File: src/sv/cmc_pkg.sv
`timescale 1ns / 1ps
// ----------------------------------------------------------------------------
// cmc_pkg
// shared types and constants of the colour matrix converter: register map,
// reset values, configuration and framing structs
// ----------------------------------------------------------------------------
package cmc_pkg;

  localparam int CHANNEL_BITS_DEF = 8;
  localparam int COEFF_W  = 16;
  localparam int ROW_W    = 3 * COEFF_W;
  localparam int GEOM_W   = 14;
  localparam int COUNT_W  = 13;
  localparam int APB_DW   = 64;
  localparam int APB_AW   = 6;
  localparam int REG_SEL_LSB = 3;
  localparam int REG_SEL_W   = 3;

  typedef enum logic [REG_SEL_W-1:0] {
    REG_COEFF_ZERO = 3'd0,
    REG_COEFF_ONE  = 3'd1,
    REG_COEFF_TWO  = 3'd2,
    REG_OFFSET     = 3'd3,
    REG_WIDTH      = 3'd4,
    REG_HEIGHT     = 3'd5
  } reg_idx_e;

  localparam logic [ROW_W-1:0]  COEFF_ZERO_RST = 48'h0000_0000_0100;
  localparam logic [ROW_W-1:0]  COEFF_ONE_RST  = 48'h0000_0100_0000;
  localparam logic [ROW_W-1:0]  COEFF_TWO_RST  = 48'h0100_0000_0000;
  localparam logic [ROW_W-1:0]  OFFSET_RST     = 48'h0;
  localparam logic [GEOM_W-1:0] WIDTH_RST      = 14'd1920;
  localparam logic [GEOM_W-1:0] HEIGHT_RST     = 14'd1080;
  localparam logic [GEOM_W-1:0] GEOM_MAX       = 14'd8192;

  typedef struct packed {
    logic [2:0][ROW_W-1:0] coeff;
    logic [ROW_W-1:0]      offset;
    logic [GEOM_W-1:0]     line_width;
    logic [GEOM_W-1:0]     frame_height;
  } cfg_t;

  typedef struct packed {
    logic sof;
    logic eol;
  } frame_flags_t;

endpackage

File: src/sv/cmc_if.sv
`timescale 1ns / 1ps
// ----------------------------------------------------------------------------
// cmc_pix_in_if / cmc_pix_out_if
// valid/ready pixel channels into and out of the colour matrix converter
// ----------------------------------------------------------------------------
interface cmc_pix_in_if
  import cmc_pkg::*;
#(
  parameter int CHANNEL_BITS = CHANNEL_BITS_DEF
);
  logic                    valid;
  logic                    ready;
  logic [CHANNEL_BITS-1:0] in_chan_zero;
  logic [CHANNEL_BITS-1:0] in_chan_one;
  logic [CHANNEL_BITS-1:0] in_chan_two;

  modport source (output valid, in_chan_zero, in_chan_one, in_chan_two, input ready);
  modport sink   (input valid, in_chan_zero, in_chan_one, in_chan_two, output ready);
endinterface

interface cmc_pix_out_if
  import cmc_pkg::*;
#(
  parameter int CHANNEL_BITS = CHANNEL_BITS_DEF
);
  logic                    valid;
  logic                    ready;
  logic [CHANNEL_BITS-1:0] out_chan_zero;
  logic [CHANNEL_BITS-1:0] out_chan_one;
  logic [CHANNEL_BITS-1:0] out_chan_two;
  logic                    start_of_frame;
  logic                    end_of_line;

  modport source (output valid, out_chan_zero, out_chan_one, out_chan_two,
                  start_of_frame, end_of_line, input ready);
  modport sink   (input valid, out_chan_zero, out_chan_one, out_chan_two,
                  start_of_frame, end_of_line, output ready);
endinterface

File: src/sv/color_matrix_convert.sv
`timescale 1ns / 1ps
// ----------------------------------------------------------------------------
// color_matrix_convert
// 3x3 affine colour-space conversion on a pixel stream with frame markers
//
//   port      dir   handshake        carries
//   pix_i     in    valid / ready    three input samples
//   pix_o     out   valid / ready    three clamped samples, sof, eol
//   apb       in    psel / penable   coefficient, offset and geometry regs
//
// one item per clock sustained while pix_o is not stalled; input register then
// result register, with the matrix arithmetic between them
// reset clears the pipeline valids, counters and registers to defaults
// a stalled result holds in the result register while the input register
// still takes one more item; ready follows the downstream stall combinationally
// ----------------------------------------------------------------------------
module color_matrix_convert
  import cmc_pkg::*;
#(
  parameter int CHANNEL_BITS = CHANNEL_BITS_DEF
)(
  input  logic                clk_i,
  input  logic                rst_ni,
  cmc_pix_in_if.sink          pix_i,
  cmc_pix_out_if.source       pix_o,
  input  logic                psel,
  input  logic                penable,
  input  logic                pwrite,
  input  logic [APB_AW-1:0]   paddr,
  input  logic [APB_DW-1:0]   pwdata,
  output logic [APB_DW-1:0]   prdata,
  output logic                pready
);

  cfg_t                           cfg;
  frame_flags_t                   flags;
  logic                           in_acc;
  logic                           adv2;
  logic                           v1_q, v2_q;
  logic [2:0][CHANNEL_BITS-1:0]   smp1_q;
  frame_flags_t                   flags1_q, flags2_q;
  logic [2:0][CHANNEL_BITS-1:0]   res;
  logic [2:0][CHANNEL_BITS-1:0]   res2_q;

  cmc_regs u_regs (
    .clk_i   (clk_i),
    .rst_ni  (rst_ni),
    .psel    (psel),
    .penable (penable),
    .pwrite  (pwrite),
    .paddr   (paddr),
    .pwdata  (pwdata),
    .prdata  (prdata),
    .pready  (pready),
    .cfg_o   (cfg)
  );

  cmc_framer u_framer (
    .clk_i          (clk_i),
    .rst_ni         (rst_ni),
    .accept_i       (in_acc),
    .line_width_i   (cfg.line_width),
    .frame_height_i (cfg.frame_height),
    .flags_o        (flags)
  );

  for (genvar c = 0; c < 3; c++) begin : g_chan
    cmc_channel #(
      .CHANNEL_BITS (CHANNEL_BITS)
    ) u_chan (
      .smp_i    (smp1_q),
      .coeff_i  (cfg.coeff[c]),
      .offset_i (cfg.offset[COEFF_W*c +: COEFF_W]),
      .res_o    (res[c])
    );
  end

  assign adv2        = !v2_q || pix_o.ready;
  assign pix_i.ready = !v1_q || adv2;
  assign in_acc      = pix_i.valid && pix_i.ready;

  always_ff @(posedge clk_i or negedge rst_ni) begin
    if (!rst_ni) begin
      v1_q <= 1'b0;
      v2_q <= 1'b0;
    end else begin
      if (pix_i.ready) v1_q <= pix_i.valid;
      if (adv2)        v2_q <= v1_q;
    end
  end

  always_ff @(posedge clk_i) begin
    if (in_acc) begin
      smp1_q   <= {pix_i.in_chan_two, pix_i.in_chan_one, pix_i.in_chan_zero};
      flags1_q <= flags;
    end
    if (adv2 && v1_q) begin
      res2_q   <= res;
      flags2_q <= flags1_q;
    end
  end

  assign pix_o.valid          = v2_q;
  assign pix_o.out_chan_zero  = res2_q[0];
  assign pix_o.out_chan_one   = res2_q[1];
  assign pix_o.out_chan_two   = res2_q[2];
  assign pix_o.start_of_frame = flags2_q.sof;
  assign pix_o.end_of_line    = flags2_q.eol;

endmodule

File: src/sv/cmc_regs.sv
`timescale 1ns / 1ps
// ----------------------------------------------------------------------------
// cmc_regs
// apb register file: coefficient rows, offsets and frame geometry
// ----------------------------------------------------------------------------
module cmc_regs
  import cmc_pkg::*;
(
  input  logic              clk_i,
  input  logic              rst_ni,
  input  logic              psel,
  input  logic              penable,
  input  logic              pwrite,
  input  logic [APB_AW-1:0] paddr,
  input  logic [APB_DW-1:0] pwdata,
  output logic [APB_DW-1:0] prdata,
  output logic              pready,
  output cfg_t              cfg_o
);

  cfg_t     cfg_q;
  logic     wr_en;
  reg_idx_e sel;

  assign pready = 1'b1;
  assign wr_en  = psel && penable && pwrite;
  assign sel    = reg_idx_e'(paddr[REG_SEL_LSB +: REG_SEL_W]);
  assign cfg_o  = cfg_q;

  always_ff @(posedge clk_i or negedge rst_ni) begin
    if (!rst_ni) begin
      cfg_q.coeff[0]     <= COEFF_ZERO_RST;
      cfg_q.coeff[1]     <= COEFF_ONE_RST;
      cfg_q.coeff[2]     <= COEFF_TWO_RST;
      cfg_q.offset       <= OFFSET_RST;
      cfg_q.line_width   <= WIDTH_RST;
      cfg_q.frame_height <= HEIGHT_RST;
    end else if (wr_en) begin
      case (sel)
        REG_COEFF_ZERO: cfg_q.coeff[0]     <= pwdata[ROW_W-1:0];
        REG_COEFF_ONE:  cfg_q.coeff[1]     <= pwdata[ROW_W-1:0];
        REG_COEFF_TWO:  cfg_q.coeff[2]     <= pwdata[ROW_W-1:0];
        REG_OFFSET:     cfg_q.offset       <= pwdata[ROW_W-1:0];
        REG_WIDTH:      cfg_q.line_width   <= pwdata[GEOM_W-1:0];
        REG_HEIGHT:     cfg_q.frame_height <= pwdata[GEOM_W-1:0];
        default: ;
      endcase
    end
  end

  always_comb begin
    prdata = '0;
    case (sel)
      REG_COEFF_ZERO: prdata = {{(APB_DW-ROW_W){1'b0}}, cfg_q.coeff[0]};
      REG_COEFF_ONE:  prdata = {{(APB_DW-ROW_W){1'b0}}, cfg_q.coeff[1]};
      REG_COEFF_TWO:  prdata = {{(APB_DW-ROW_W){1'b0}}, cfg_q.coeff[2]};
      REG_OFFSET:     prdata = {{(APB_DW-ROW_W){1'b0}}, cfg_q.offset};
      REG_WIDTH:      prdata = {{(APB_DW-GEOM_W){1'b0}}, cfg_q.line_width};
      REG_HEIGHT:     prdata = {{(APB_DW-GEOM_W){1'b0}}, cfg_q.frame_height};
      default:        prdata = '0;
    endcase
  end

endmodule

File: src/sv/cmc_framer.sv
`timescale 1ns / 1ps
// ----------------------------------------------------------------------------
// cmc_framer
// column and row counters giving start-of-frame and end-of-line per item
// ----------------------------------------------------------------------------
module cmc_framer
  import cmc_pkg::*;
(
  input  logic              clk_i,
  input  logic              rst_ni,
  input  logic              accept_i,
  input  logic [GEOM_W-1:0] line_width_i,
  input  logic [GEOM_W-1:0] frame_height_i,
  output frame_flags_t      flags_o
);

  logic [COUNT_W-1:0] col_q, col_d;
  logic [COUNT_W-1:0] row_q, row_d;
  logic [COUNT_W-1:0] col_last, row_last;
  logic               last_row;

  // last position of a dimension, zero acting as one and large values clipped
  function automatic logic [COUNT_W-1:0] last_pos(input logic [GEOM_W-1:0] v);
    logic [GEOM_W-1:0] m1;
    m1 = v - 1'b1;
    if (v == '0)
      last_pos = '0;
    else if (v > GEOM_MAX)
      last_pos = '1;
    else
      last_pos = m1[COUNT_W-1:0];
  endfunction

  assign col_last    = last_pos(line_width_i);
  assign row_last    = last_pos(frame_height_i);
  assign flags_o.eol = (col_q >= col_last);
  assign flags_o.sof = (col_q == '0) && (row_q == '0);
  assign last_row    = (row_q >= row_last);

  always_comb begin
    col_d = col_q;
    row_d = row_q;
    if (accept_i) begin
      if (flags_o.eol) begin
        col_d = '0;
        row_d = last_row ? '0 : row_q + 1'b1;
      end else begin
        col_d = col_q + 1'b1;
      end
    end
  end

  always_ff @(posedge clk_i or negedge rst_ni) begin
    if (!rst_ni) begin
      col_q <= '0;
      row_q <= '0;
    end else begin
      col_q <= col_d;
      row_q <= row_d;
    end
  end

  a_eol_wraps_column : assert property (@(posedge clk_i) disable iff (!rst_ni)
    accept_i && flags_o.eol |=> col_q == '0)
    else $error("column counter not cleared after end of line");

  a_column_steps : assert property (@(posedge clk_i) disable iff (!rst_ni)
    accept_i && !flags_o.eol |=> col_q == $past(col_q) + 1'b1 && row_q == $past(row_q))
    else $error("column counter did not step by one");

  a_sof_row_holds : assert property (@(posedge clk_i) disable iff (!rst_ni)
    accept_i && flags_o.sof && !flags_o.eol |=> row_q == '0 && !flags_o.sof)
    else $error("first line left too early");

endmodule

File: src/sv/cmc_channel.sv
`timescale 1ns / 1ps
// ----------------------------------------------------------------------------
// cmc_channel
// one output channel: three-tap q8.8 dot product, floor shift, offset, clamp
// ----------------------------------------------------------------------------
module cmc_channel
  import cmc_pkg::*;
#(
  parameter int CHANNEL_BITS = CHANNEL_BITS_DEF
)(
  input  logic [2:0][CHANNEL_BITS-1:0] smp_i,
  input  logic [ROW_W-1:0]             coeff_i,
  input  logic [COEFF_W-1:0]           offset_i,
  output logic [CHANNEL_BITS-1:0]      res_o
);

  localparam int PW = COEFF_W + CHANNEL_BITS + 1;
  localparam int SW = PW + 2;
  localparam int RW = SW + 1;

  logic signed [PW-1:0] prod [3];
  logic signed [SW-1:0] sum;
  logic signed [SW-1:0] shifted;
  logic signed [RW-1:0] biased;

  always_comb begin
    for (int k = 0; k < 3; k++) begin
      prod[k] = $signed({{(PW-COEFF_W){coeff_i[COEFF_W*k+COEFF_W-1]}},
                         coeff_i[COEFF_W*k +: COEFF_W]})
              * $signed({{(PW-CHANNEL_BITS){1'b0}}, smp_i[k]});
    end
  end

  assign sum     = $signed({{2{prod[0][PW-1]}}, prod[0]})
                 + $signed({{2{prod[1][PW-1]}}, prod[1]})
                 + $signed({{2{prod[2][PW-1]}}, prod[2]});
  // arithmetic shift floors towards minus infinity
  assign shifted = sum >>> 8;
  assign biased  = $signed({shifted[SW-1], shifted})
                 + $signed({{(RW-COEFF_W){offset_i[COEFF_W-1]}}, offset_i});

  always_comb begin
    if (biased[RW-1])
      res_o = '0;
    else if (|biased[RW-2:CHANNEL_BITS])
      res_o = '1;
    else
      res_o = biased[CHANNEL_BITS-1:0];
  end

endmodule
File: src/flat_wrapper.sv
// flat-port wrapper written by rule: the top's interface ports become plain ports
module color_matrix_convert_flat import cmc_pkg::*;
#(
  parameter int CHANNEL_BITS = CHANNEL_BITS_DEF
)
  (clk_i, rst_ni, psel, penable, pwrite, paddr, pwdata, prdata, pready, pix_i_valid, pix_i_in_chan_zero, pix_i_in_chan_one, pix_i_in_chan_two, pix_i_ready, pix_o_valid, pix_o_out_chan_zero, pix_o_out_chan_one, pix_o_out_chan_two, pix_o_start_of_frame, pix_o_end_of_line, pix_o_ready);
  cmc_pix_in_if #(.CHANNEL_BITS(CHANNEL_BITS)) pix_i_i ();
  cmc_pix_out_if #(.CHANNEL_BITS(CHANNEL_BITS)) pix_o_i ();
  input  logic clk_i;
  input  logic rst_ni;
  input  logic psel;
  input  logic penable;
  input  logic pwrite;
  input  logic [APB_AW-1:0] paddr;
  input  logic [APB_DW-1:0] pwdata;
  output logic [APB_DW-1:0] prdata;
  output logic pready;
  input wire logic [$bits(pix_i_i.valid)-1:0] pix_i_valid;
  input wire logic [$bits(pix_i_i.in_chan_zero)-1:0] pix_i_in_chan_zero;
  input wire logic [$bits(pix_i_i.in_chan_one)-1:0] pix_i_in_chan_one;
  input wire logic [$bits(pix_i_i.in_chan_two)-1:0] pix_i_in_chan_two;
  output wire logic [$bits(pix_i_i.ready)-1:0] pix_i_ready;
  output wire logic [$bits(pix_o_i.valid)-1:0] pix_o_valid;
  output wire logic [$bits(pix_o_i.out_chan_zero)-1:0] pix_o_out_chan_zero;
  output wire logic [$bits(pix_o_i.out_chan_one)-1:0] pix_o_out_chan_one;
  output wire logic [$bits(pix_o_i.out_chan_two)-1:0] pix_o_out_chan_two;
  output wire logic [$bits(pix_o_i.start_of_frame)-1:0] pix_o_start_of_frame;
  output wire logic [$bits(pix_o_i.end_of_line)-1:0] pix_o_end_of_line;
  input wire logic [$bits(pix_o_i.ready)-1:0] pix_o_ready;
  assign pix_i_i.valid = pix_i_valid;
  assign pix_i_i.in_chan_zero = pix_i_in_chan_zero;
  assign pix_i_i.in_chan_one = pix_i_in_chan_one;
  assign pix_i_i.in_chan_two = pix_i_in_chan_two;
  assign pix_i_ready = pix_i_i.ready;
  assign pix_o_valid = pix_o_i.valid;
  assign pix_o_out_chan_zero = pix_o_i.out_chan_zero;
  assign pix_o_out_chan_one = pix_o_i.out_chan_one;
  assign pix_o_out_chan_two = pix_o_i.out_chan_two;
  assign pix_o_start_of_frame = pix_o_i.start_of_frame;
  assign pix_o_end_of_line = pix_o_i.end_of_line;
  assign pix_o_i.ready = pix_o_ready;
  color_matrix_convert #(.CHANNEL_BITS(CHANNEL_BITS)) u_core (.clk_i(clk_i), .rst_ni(rst_ni), .pix_i(pix_i_i), .pix_o(pix_o_i), .psel(psel), .penable(penable), .pwrite(pwrite), .paddr(paddr), .pwdata(pwdata), .prdata(prdata), .pready(pready));
endmodule
File: config.mk
export PLATFORM = sky130hd
export DESIGN_NAME = color_matrix_convert_flat
export DESIGN_NICKNAME = d
export VERILOG_FILES = /design/src/sv/cmc_pkg.sv /design/src/sv/cmc_if.sv /design/src/sv/color_matrix_convert.sv /design/src/sv/cmc_regs.sv /design/src/sv/cmc_framer.sv /design/src/sv/cmc_channel.sv /design/src/flat_wrapper.sv
export SDC_FILE = /design/constraint.sdc
export NUM_CORES = 2
export LEC_CHECK = 0
export ABC_AREA = 0
export BUFFER_PORTS_ARGS = -buffer_cell sky130_fd_sc_hd__buf_2
export CAP_MARGIN = 5
export CELL_PAD_IN_SITES_DETAIL_PLACEMENT = 0
export CELL_PAD_IN_SITES_GLOBAL_PLACEMENT = 1
export CORE_MARGIN = 2
export CORE_UTILIZATION = 52
export DETAILED_ROUTE_END_ITERATION = 10
export GPL_ROUTABILITY_DRIVEN = 0
export PLACE_DENSITY = 0.91
export SYNTH_ARGS = -nofsm -noshare
export SYNTH_HDL_FRONTEND = slang
export SYNTH_HIERARCHICAL = 1
export SYNTH_SLANG_ARGS = --single-unit
File: constraint.sdc
create_clock -name clk_i -period 10.75 [get_ports clk_i]
set_input_delay 2.15 -clock clk_i [delete_from_list [all_inputs] [get_ports clk_i]]
set_output_delay 2.15 -clock clk_i [all_outputs]
set_load 0.02 [all_outputs]
-- Word-level counts from Yosys, hierarchy flattened
Cells that the tools add are included.
- multipliers: 9
- magnitude comparators: 4
- eq/ne operators: 5
- mux-type cells: 10
- reduce and logical (&&, ||, !) cells: 24
- add/sub/neg operators: 13
- operator list (operator ; count):
    48-bit one-hot mux with 6 select lines ; 1
    16-bit by 9-bit multiplier with 25-bit output ; 9
    26-bit by 25-bit adder with 27-bit output ; 3
    25-bit by 25-bit adder with 26-bit output ; 3
    13-bit 2-to-1 mux ; 6
    19-bit by 16-bit adder with 20-bit output ; 3
    19-bit OR reduction ; 3
    14-bit greater-than comparator, second input constant ; 2
    14-bit logical NOT ; 2
    13-bit by 1-bit adder with 13-bit output, second input constant ; 2
    13-bit greater-or-equal comparator ; 2
    13-bit logical NOT ; 2
    13-bit by 1-bit subtractor with 13-bit output, second input constant ; 2
    8-bit 2-to-1 mux ; 3
    2-bit AND reduction ; 7
    3-bit by 2-bit equality test with 1-bit output, second input constant ; 2
    3-bit equality test, second input constant ; 2
    1-bit logical AND ; 5
    3-bit by 1-bit equality test with 1-bit output, second input constant ; 1
    3-bit logical NOT ; 1
    1-bit logical NOT ; 2
    1-bit logical OR ; 2
- logic and storage cells: 85
- output and inout bits: 93
- bits of input ports: 101
- bits in registers: 300

-- Depth between registers and ports, before layout
- depth after elaboration: 6
- depth in mapped cells: 34
- gate-level depth less buffers: 33

-- Hierarchy
Netlist, hierarchy kept.
- by module, submodules not included (module ; times used ; cells each ; seq. area each (um^2) ; area each (um^2)):
    cmc_channel (u_core.g_chan[2].u_chan) ; 1 ; 1608 ; 0.0 ; 14923.1
    cmc_channel (u_core.g_chan[0].u_chan) ; 1 ; 1594 ; 0.0 ; 14869.3
    cmc_channel (u_core.g_chan[1].u_chan) ; 1 ; 1595 ; 0.0 ; 14869.3
    cmc_regs ; 1 ; 665 ; 5519.0 ; 10248.6
    cmc_framer ; 1 ; 317 ; 650.6 ; 2547.4
    color_matrix_convert ; 1 ; 60 ; 1611.5 ; 1665.3

-- Worst setup path after synthesis
Ideal clock, no wire load.
- path kind: register -> register
- start point: register u_core/smp1_q[8] (netlist name)
- end point: register u_core.res2_q (netlist bit u_core/pix_o.out_chan_one[2]) (data pin)
- stages on the path, launching flop included: 34
- data arrival time: 8313 ps
- data required time: 10496 ps
- buffers on the path: 1
- clock period less this slack: 8568 ps
- setup slack: 2182 ps
- setup time: 254 ps
- path through: edfxtp_1 -> clkbuf_1 -> nand2_1 -> fa_1 -> inv_1 -> fa_1 -> inv_1 -> fa_1 -> inv_1 -> fa_1 -> fa_1 -> fa_1 -> inv_1 -> fa_1 -> inv_1 -> ha_1 -> or4_1 -> o21a_2 -> a31oi_2 -> o21a_2 -> o21bai_1 -> a21o_1 -> a21oi_1 -> xnor2_1 -> ha_1 -> a21oi_2 -> nand2_1 -> a211o_1 -> a22oi_1 -> nor2_1 -> or3_1 -> a211oi_2 -> nand3_2 -> o21a_1
- word-level cells in the longest chain between the ends: 6
- ends and longest elaborated chain (what ; line ; RTL):
    start: declaration ; color_matrix_convert.sv:40 ; logic [2:0][CHANNEL_BITS-1:0] smp1_q;
    start signal: assignment ; color_matrix_convert.sv:94 ; smp1_q <= {pix_i.in_chan_two, pix_i.in_chan_one, pix_i.in_chan_zero};
    16-bit by 9-bit multiplier with 25-bit output (*) ; cmc_channel.sv:30 ; * $signed({{(PW-CHANNEL_BITS){1'b0}}, smp_i[k]});
    25-bit by 25-bit adder with 26-bit output (*) ; cmc_channel.sv:35 ; + $signed({{2{prod[1][PW-1]}}, prod[1]})
    26-bit by 25-bit adder with 27-bit output (*) ; cmc_channel.sv:36 ; + $signed({{2{prod[2][PW-1]}}, prod[2]});
    19-bit by 16-bit adder with 20-bit output (*) ; cmc_channel.sv:40 ; + $signed({{(RW-COEFF_W){offset_i[COEFF_W-1]}}, offset_i});
    19-bit OR reduction ; cmc_channel.sv:45 ; else if (|biased[RW-2:CHANNEL_BITS])
    8-bit 2-to-1 mux ; cmc_channel.sv:45 ;
    end signal: assignment ; color_matrix_convert.sv:98 ; res2_q <= res;
    end: declaration ; color_matrix_convert.sv:43 ; logic [2:0][CHANNEL_BITS-1:0] res2_q;
Mark *: on every way between the ends. The rest lies on a longest branch, timed or not.
A chain may end at the register's enable or synchronous reset.

-- Worst setup path after layout
- start point: register u_core/smp1_q[16] (netlist name)
- end point: register u_core.res2_q (netlist bit u_core/pix_o.out_chan_zero[6]) (data pin)
- word-level cells in the longest chain between the ends: 5
- ends and longest elaborated chain (what ; line):
    16-bit by 9-bit multiplier with 25-bit output (*) ; cmc_channel.sv:30
    26-bit by 25-bit adder with 27-bit output (*) ; cmc_channel.sv:36
    19-bit by 16-bit adder with 20-bit output (*) ; cmc_channel.sv:40
    19-bit OR reduction ; cmc_channel.sv:45
    8-bit 2-to-1 mux ; cmc_channel.sv:45
Marked as above.

==> results.toml <==
[run_status]
outcome = "completed"

[floorplanning]
placeableCoreArea_um2 = 113000
num_rows = 123
floorplan.initialDensity_pct = 52.5
boundaryPins = 194
die_area_um2 = 116000
die_height_um = 341
die_w_um = 341

[setup_path]
crit_family = "adder cells"
worst-path-stages = 28
setup.worst_path.end_class = "register"
r2r-end = "u_core/pix_o.out_chan_zero[6]"
worstSetupStartpoint = "u_core/smp1_q[16]"
critPathKind = "register to register"
crit-reg2reg-launch = "u_core/smp1_q[16]"
worst-path-buf-inv = 3
crit_path_max_incr_delay_ps = 1080
timing.critical_path.fanout_max = 23
crit_required_ps = 11060
critical_path_source_type = "register"
crit_arrival_ps = 10320
ff2ff_setup_slack_ps = 740
worst_path_most_repeated_cell = "sky130_fd_sc_hd__fa_1"
standard_cell_with_the_maximum_stage_delay_on_the_critical_path = "sky130_fd_sc_hd__edfxtp_1"
reg2regPathDepth = 28
cp-endpoint = "u_core/pix_o.out_chan_zero[6]"

[clock_network]
postCtsSetupRepairBufs = 0
h-tree-depth = 2
cts_tree = "yes"
holdBufCountCts = 0
clkTransAtPathRegs_ps = 70
cts_repair_resized_insts = 0
cts_sinks = 300
clockRootBuffer = "sky130_fd_sc_hd__clkbuf_16"
clock_path_buffers = 3
worstSkewPairLatency_ps = 610
cts_made_buffers = 37

[sta]
totalNegativeSetupSlack_ps = 0
timing.hold.ws_ps = 399
finalSetupViolCount = 0
worstMarginPinSlew_ps = 1360
max_slew_margin_pct = 9.48
fmax_mhz = 99.9
rsz0062_at_grt = "no"
final-max-slew-violation-count = 0
timing.clock.skew_ps = 32.4
final.setup.worst_slack_ps = 737
period_needed_ps = 10010
min_period_over_period_pct = 93.1
hold_viol_final = 0

[synthesis]
synth-warning-count = 6
synth_edf_count = 52
synth_flop_cell = "sky130_fd_sc_hd__dfrtp_1"
synth_area_um2 = 59100
post-synth-top-area-cell = "sky130_fd_sc_hd__fa_1"
async_set_or_reset_register_ratio_after_synthesis_pct = 82.7
synth_area_per_inst_um2 = 10.1
ys_top_cells_by_area = "sky130_fd_sc_hd__fa_1 41%, sky130_fd_sc_hd__dfrtp_1 10%, sky130_fd_sc_hd__ha_1 9.4%"
synth.top_cell.area_share_pct = 40.7
postSynthRegisterBits = 300
synth_cells = 5839
yosysUniqueCellTypes = 106
seq_area_frac_synth_pct = 13.2

[global_route]
global_route.usage.total_pct = 28.2
globalRouteOverflowTotal = 0
grt-busiest-layer = "met2"
antenna_found_initial = 17
grt_start_max_net_pins = 110
grt_pass1_vias = 45300
grt.met3_usage_pct = 4.07
grt_util_met1_pct = 38.1
grt_first_pass_wirelength_um = 253000
globalRouteMet2Util_pct = 46.2

[hold_path]
holdCritPathClass = "register to register"

[detailed_routing]
routed_via_density = 5.52
dr_total_vias = 41500
wirelength_um = 158000
drt-initial-drc-count = 2917
postRouteAntennaNets = 0
drt_first_pass_iters = 6
route.detailed.wl_per_inst_um = 21.0
route.detailed.drc = 0

[place]
detailed_place_hpwl_um = 134000
preCtsSetupSlack_ps = 849
buffer_ports.inserted = 157

[cells_and_area]
multiInputGateArea_um2 = 45600
final.fill_count = 9736
layout.area.seq_um2 = 7780
final_util_pct = 55.9
finalNetCount = 7728
drive_above_1_share_pct = 9.39
layout-area-overhead-vs-synth_pct = 6.54

[job]
cap_viol_max_count = 0
## cells in the mapped netlist, types with 53 or more instances
library cell and n:
sky130_fd_sc_hd__ha_1 446, sky130_fd_sc_hd__mux2_1 58, sky130_fd_sc_hd__xnor2_1 78, sky130_fd_sc_hd__fa_1 1203, sky130_fd_sc_hd__xor2_1 53, sky130_fd_sc_hd__dfrtp_1 237
sky130_fd_sc_hd__nand2_1 614, sky130_fd_sc_hd__a21oi_1 121, sky130_fd_sc_hd__mux2_2 151, sky130_fd_sc_hd__clkbuf_1 86, sky130_fd_sc_hd__nor2_1 94, sky130_fd_sc_hd__and2_1 660
sky130_fd_sc_hd__o21ai_0 68, sky130_fd_sc_hd__inv_1 1338
## registers in the layout (all words and copies together) (netlist names)
| name | cells |
|---|---|
| u_core/pix_o.start_of_frame | 1 |
| u_core/pix_o.end_of_line | 1 |
| u_core/pix_o.out_chan_one | 8 |
| u_core/u_regs/cfg_o | 220 |
| u_core/pix_o.out_chan_two | 8 |
| u_core/v1_q | 1 |
| u_core/smp1_q | 24 |
| u_core/u_framer/col_q | 13 |
| u_core/pix_o.valid | 1 |
| u_core/u_framer/row_q | 13 |
| u_core/pix_o.out_chan_zero | 8 |
| u_core/flags1_q | 2 |
## area by class of cell
class | count | area share (%)
timing repair buffer | 230 | 2.19
multi-input combinational | 4070 | 72.4
antenna | 10 | 0.0397
clock buffer | 48 | 1.68
sequential | 300 | 12.4
inverter | 1339 | 7.98
tap | 1500 | 2.98
clock inverter | 19 | 0.362
## cells by family after synthesis
family                     after synthesis  share of synthesized area [%]
buffers and inverters                 1484                           9.82
and+or+nand+nor                       1559                           13.7
adders and majority gates             1649                           50.2
DFF                                    300                           13.2
other                                    2                         0.0127
muxes                                  294                           6.31
AOI/OAI and AO/OA                      420                           4.91
xor gates and xnor gates               131                           1.94
## routing by layer
layer / part of all wire (%) / routed length (µm) / vias up
met5: 0.034 / 54 / -
met4: 4.1 / 6480 / 10
met3: 7.1 / 11300 / 292
met2: 48 / 75400 / 1466
met1: 41 / 64900 / 21600
li1: - / - / 18100
## worst min-delay path by stage
stage | startpoint | to | depth (start not counted)
finish | u_core/flags1_q[0] | u_core/pix_o.end_of_line | 0
detailed placement | u_core/flags1_q[0] | u_core/pix_o.end_of_line | 0
floorplan | u_core/flags1_q[0] | u_core/pix_o.end_of_line | 0
CTS | u_core/flags1_q[0] | u_core/pix_o.end_of_line | 0
global route | u_core/flags1_q[0] | u_core/pix_o.end_of_line | 0
global placement | u_core/flags1_q[1] | u_core/pix_o.start_of_frame | 0
## placed cells by master (no fill, tap or decap), drive strengths merged, types with 75 or more instances in the layout
| master | instances |
|---|---|
| and2 | 662 |
| ha | 446 |
| a21oi | 126 |
| dfrtp | 237 |
| o21ai | 75 |
| xnor2 | 78 |
| fa | 1203 |
| nor2 | 98 |
| nand2 | 614 |
| mux2 | 229 |
| inv | 1344 |
| buf | 230 |
## through the flow
step / std cells / area, µm²
after floorplan: 5854 / 59200
after global placement: 7438 / 61600
after detailed placement: 7438 / 61600
after CTS: 7505 / 62900
after global routing: 7507 / 63000
final: 7516 / 63000
Power is not shown: default switching activity piles up to over one toggle a cycle in this logic, so the estimate is an artifact.
